--- config.mk ---
export PLATFORM = sky130hd
export DESIGN_NAME = isfc_ctrl
export DESIGN_NICKNAME = d
export VERILOG_FILES = /design/src/isfc_pkg.sv /design/src/isfc_ctrl.sv
export SDC_FILE = /design/constraint.sdc
export NUM_CORES = 1
export LEC_CHECK = 0
export ABC_AREA = 1
export BUFFER_PORTS_ARGS = -buffer_cell sky130_fd_sc_hd__buf_2
export CAP_MARGIN = 10
export CORE_AREA = 2 2 39 41
export CTS_BUF_LIST = sky130_fd_sc_hd__clkbuf_16
export CTS_CLUSTER_SIZE = 14
export DETAILED_ROUTE_END_ITERATION = 8
export DIE_AREA = 0 0 41 43
export PLACE_DENSITY = 0.46
export SYNTH_ARGS = -nofsm -noshare
export SYNTH_HDL_FRONTEND = slang
export SYNTH_SLANG_ARGS = --single-unit
export TNS_END_PERCENT = 1
--- constraint.sdc ---
create_clock -name clock -period 0.9 [get_ports clock]
set_clock_uncertainty 0.1 [all_clocks]
set_input_delay 0.045 -clock clock [delete_from_list [all_inputs] [get_ports clock]]
set_output_delay 0.045 -clock clock [all_outputs]
set_load 0.03 [all_outputs]
--- src/isfc_pkg.sv ---
// Shared types and constants for the IPv4 source flow counter.
// Used by isfc_ctrl, isfc_datapath and ipv4_source_flow_counter; no dependencies.
`timescale 1ns / 1ps
`default_nettype none
package isfc_pkg;

   localparam logic [15:0] ETYPE_CVLAN  = 16'h8100;
   localparam logic [15:0] ETYPE_SVLAN  = 16'h88A8;
   localparam logic [15:0] ETYPE_IPV4   = 16'h0800;
   localparam logic [15:0] L2_BASE_LEN  = 16'd14;
   localparam logic [15:0] L2_TAG_LEN   = 16'd18;
   localparam logic [16:0] IPV4_HDR_LEN = 17'd20;

   typedef struct packed {
      logic [15:0] frame_length;
      logic [15:0] outer_type;
      logic [15:0] tag_inner_type;
      logic [31:0] source_untagged;
      logic [31:0] source_tagged;
   } req_type;

   typedef struct packed {
      logic        verdict;
      logic        counted;
      logic        table_full;
      logic [31:0] flow_key;
      logic [63:0] flow_packets;
      logic [63:0] flow_bytes;
   } rsp_type;

   typedef struct packed {
      logic [31:0] key;
      logic [63:0] packets;
      logic [63:0] bytes;
   } entry_type;

   typedef enum logic [1:0] {
      ST_IDLE,
      ST_CLASSIFY,
      ST_SCAN,
      ST_UPDATE
   } state_type;

   typedef struct packed {
      logic load;
      logic scan_start;
      logic scan_step;
      logic write;
      logic finish;
   } cmd_type;

   typedef struct packed {
      logic ip_flow;
      logic hit;
      logic miss;
      logic full;
   } status_type;

endpackage
`default_nettype wire

--- src/isfc_ctrl.sv ---
// Sequencer for the flow counter: classify, scan the table, update, reply.
// Depends on isfc_pkg.
`timescale 1ns / 1ps
`default_nettype none
module isfc_ctrl (
   input  wire logic                 clock,
   input  wire logic                 reset,
   input  wire logic                 start,
   output logic                      busy,
   input  wire isfc_pkg::status_type status,
   output isfc_pkg::cmd_type         cmd
);
   import isfc_pkg::*;

   state_type state_ff;
   state_type state_in;

   always_ff @(posedge clock) begin
      if (reset) begin
         state_ff <= ST_IDLE;
      end else begin
         state_ff <= state_in;
      end
   end

   always_comb begin
      state_in = state_ff;
      cmd      = '0;
      busy     = 1'b1;
      case (state_ff)
         ST_IDLE: begin
            busy = 1'b0;
            if (start) begin
               cmd.load = 1'b1;
               state_in = ST_CLASSIFY;
            end
         end
         ST_CLASSIFY: begin
            if (!status.ip_flow) begin
               cmd.finish = 1'b1;
               state_in   = ST_IDLE;
            end else begin
               cmd.scan_start = 1'b1;
               state_in       = ST_SCAN;
            end
         end
         ST_SCAN: begin
            if (status.hit) begin
               state_in = ST_UPDATE;
            end else if (status.miss) begin
               if (status.full) begin
                  cmd.finish = 1'b1;
                  state_in   = ST_IDLE;
               end else begin
                  state_in = ST_UPDATE;
               end
            end else begin
               cmd.scan_step = 1'b1;
            end
         end
         ST_UPDATE: begin
            cmd.write  = 1'b1;
            cmd.finish = 1'b1;
            state_in   = ST_IDLE;
         end
         default: begin
            state_in = ST_IDLE;
         end
      endcase
   end

endmodule
`default_nettype wire

==> metrics.md <==
| Metric | Value |
|---|---|
| Synthesized Nets | `37` |
| Max-slew headroom | `92.2%` |
| PD cells | `2530 mW/mm^2` |
| Antenna cells | `0` |
| Lkg Pwr | `0.227 nW` |
| Final worst slack | `-0.232 ns` |
| Number of global-route vias before repair | `171` |
| GR peak layer | `met4` |
| CP max stage delay | `0.36 ns` |
| Register bank with the most flops | `state_ff` |
| Worst r2r path cells | `7` |
| Routed Wire Length | `468 um` |
| Filler cells | `152` |
| First-pass GRT wire length | `676 um` |
| Antenna-violating nets left | `0` |
| Max cap viols | `0` |
| Worst path top cell family by delay | `flip-flops` |
| Slew Viols, Final | `0` |
| Via Count | `220` |
| WHS | `0.123 ns` |
| Core Region | `0.00138 mm^2` |
| Worst skew pair latency | `0.22 ns` |
| GR Util All Layers | `6.81%` |
| CTS Buf Count | `3` |
| Largest net degree at the start of global routing | `6` |
| Syn-to-layout area delta | `148%` |
| Failing checks | `negative setup slack` |
| Final core utilization | `28.9%` |
| Clock transition at path regs | `0.03 ns` |
| Launch point of the worst path | `state_ff[0]` |
| FMAX | `884 MHz` |
| Crit path top cell by count | `nor2_4` |
| R2R Setup Slk | `-0.10 ns` |
| Hold Fails Final Rpt | `0` |
| Met1 track demand over resource | `7.01%` |
| Worst path cell trace | `nor2_4 -> inv_2 -> nor2_4 -> buf_6` |
| Die ar. | `0.00176 mm^2` |
| Nets | `56` |
| Cell row count | `14` |
| Synthesized area per cell | `5.38 um^2` |
| Max stage delay cell, worst path | `dfxtp_4` |
| Peak VDD IR | `0.000741 V` |
| Initial DRC Count | `9` |
| GPL Wtd Cong | `0.671` |
| Register area | `47.5 um^2` |
| Synth Register Bits | `2` |
| Arrival time at the worst endpoint | `0.99 ns` |
| Final Critical Period | `1.13 ns` |
| Drt wl/cell | `7.43 um` |
| Final worst path period share | `126%` |
| Max reg flops | `2` |
| Area of the multi-input gates | `106 um^2` |
| DRC | `0` |
| Run status | `finished with violations` |
| Pre-antenna DRT Iters | `4` |
| Die width | `41 um` |
| Unrepaired setup endpoints after global routing | `true` |
| Commonest non-fill, non-tap cell in the layout | `nand2_1` |
| Synth unique cells | `10` |
| CP endpoint | `cmd[4]` |
| GR Util met2 | `6.88%` |
| Total power | `1.01 mW` |
| Initial Util | `11.7%` |
| HP Class | `primary input to flop` |
| TritonCTS clock tree | `yes` |
| Final setup viols | `8` |
| H-tree Lvls | `1` |
| Grt total ovfl | `0` |
| Worst-case clock buffer depth | `2` |
| Post-Syn Area | `161 um^2` |
| Met3 GRT Util | `4.71%` |
| Root buf cell | `clkbuf_16` |
| Worst setup SP type | `flop` |
| Mapped Cells | `30` |
| R2R Path Start | `state_ff[1]` |
| Yosys warns | `0` |
| Share of layout cells above drive strength 1 | `57.4%` |
| CP max FO | `5` |
| DP HPWL | `344 um` |
| Setup CP Type | `flop to primary output` |
| Worst Max-Slew Pin Slew | `0.116 ns` |
| Endpoint type of the worst setup path | `primary output` |
| Largest regs | `state_ff (2)` |
| Crit path buffers/inverters | `2` |
| Critical R2R Capture | `state_ff[1]` |
| Dpl ws | `-0.160 ns` |
| Crit path depth | `4` |
| Vias per inst | `3.49` |
| Buffers on Ports | `12` |
| Commonest non-fill, non-tap cells in the layout | `nand2_1, buf_2, buf_6` |
| Die Height | `43 um` |
| Initial antenna violation count | `0` |
| Io pins | `13` |
| Worst EP required | `0.75 ns` |
| Clock sinks | `2` |
| Seq/Total Area, Yosys | `24.8%` |
## metal layers
| metal | wire, um | part of all wire [%] | vias to the layer above |
|---|---|---|---|
| met5 | 0 | 0 | - |
| met1 | 216 | 46 | 86 |
| met3 | 52 | 11 | 2 |
| li1 | - | - | 122 |
| met2 | 178 | 38 | 10 |
| met4 | 21 | 4.5 | 0 |
## final cells by class
cell class                 count  area share, %
clock buffer                   3           18.8
inverter                       9           9.06
multi-input combinational     19           26.6
sequential                     2           11.9
tap                           16           5.00
timing repair buffer          14           28.7
## power by group
| group | internal, mW | switching [mW] |
|---|---|---|
| sequential | 0.101 | 0.0204 |
| clock | 0.566 | 0.106 |
| combinational | 0.0967 | 0.122 |
| total | 0.764 | 0.248 |
## synth_stat cells
master,instances,area share (%)
nor2_1,4,9.3
o21ai_1,1,3.1
inv_2,3,7.0
inv_1,6,14
nor2_4,1,7.0
nand2_2,1,3.9
dfxtp_1,2,25
nand3_1,3,9.3
nand2_1,8,19
a21oi_1,1,3.1
## per-stage QoR
stage                     instances  setup TNS, ns  cell area [um^2]
final                            63          -1.24               400
after global placement           58         -0.569               253
after detailed placement         58         -0.580               253
after global routing             63          -1.58               400
after CTS                        63          -1.32               400
after floorplan                  30         -0.112               173
## timing repair
action                                  in CTS  in global routing
setup buffers                                1                  0
endpoints found under the setup margin       8                  8
gates resized for setup                     20                  0
endpoints found under the hold margin        2                  0
hold buffers                                 1                  0
pin swaps                                    2                  1
## how the worst min path moves through the flow
stage	startpoint	end	depth (start not counted)
6_report	start	state_ff[0]	5
4_1_cts	start	state_ff[0]	5
3_3_place_gp	reset	state_ff[1]	4
5_1_grt	status[1]	state_ff[0]	5
3_5_place_dp	reset	state_ff[1]	4
2_1_floorplan	reset	state_ff[1]	3
## kinds of logic after synthesis
group / Yosys count / share of synthesized area [%]
flops: 2 / 24.8
simple gates: 17 / 48.1
buf+inv: 9 / 20.9
compound gates: 2 / 6.20
## worst min-delay path: stages
cell and delay [ns]:
buf_2 0.07, inv_1 0.06, nand2_1 0.07, nand3_1 0.07
nor2_1 0.08
(Power assumes the default switching activity.)
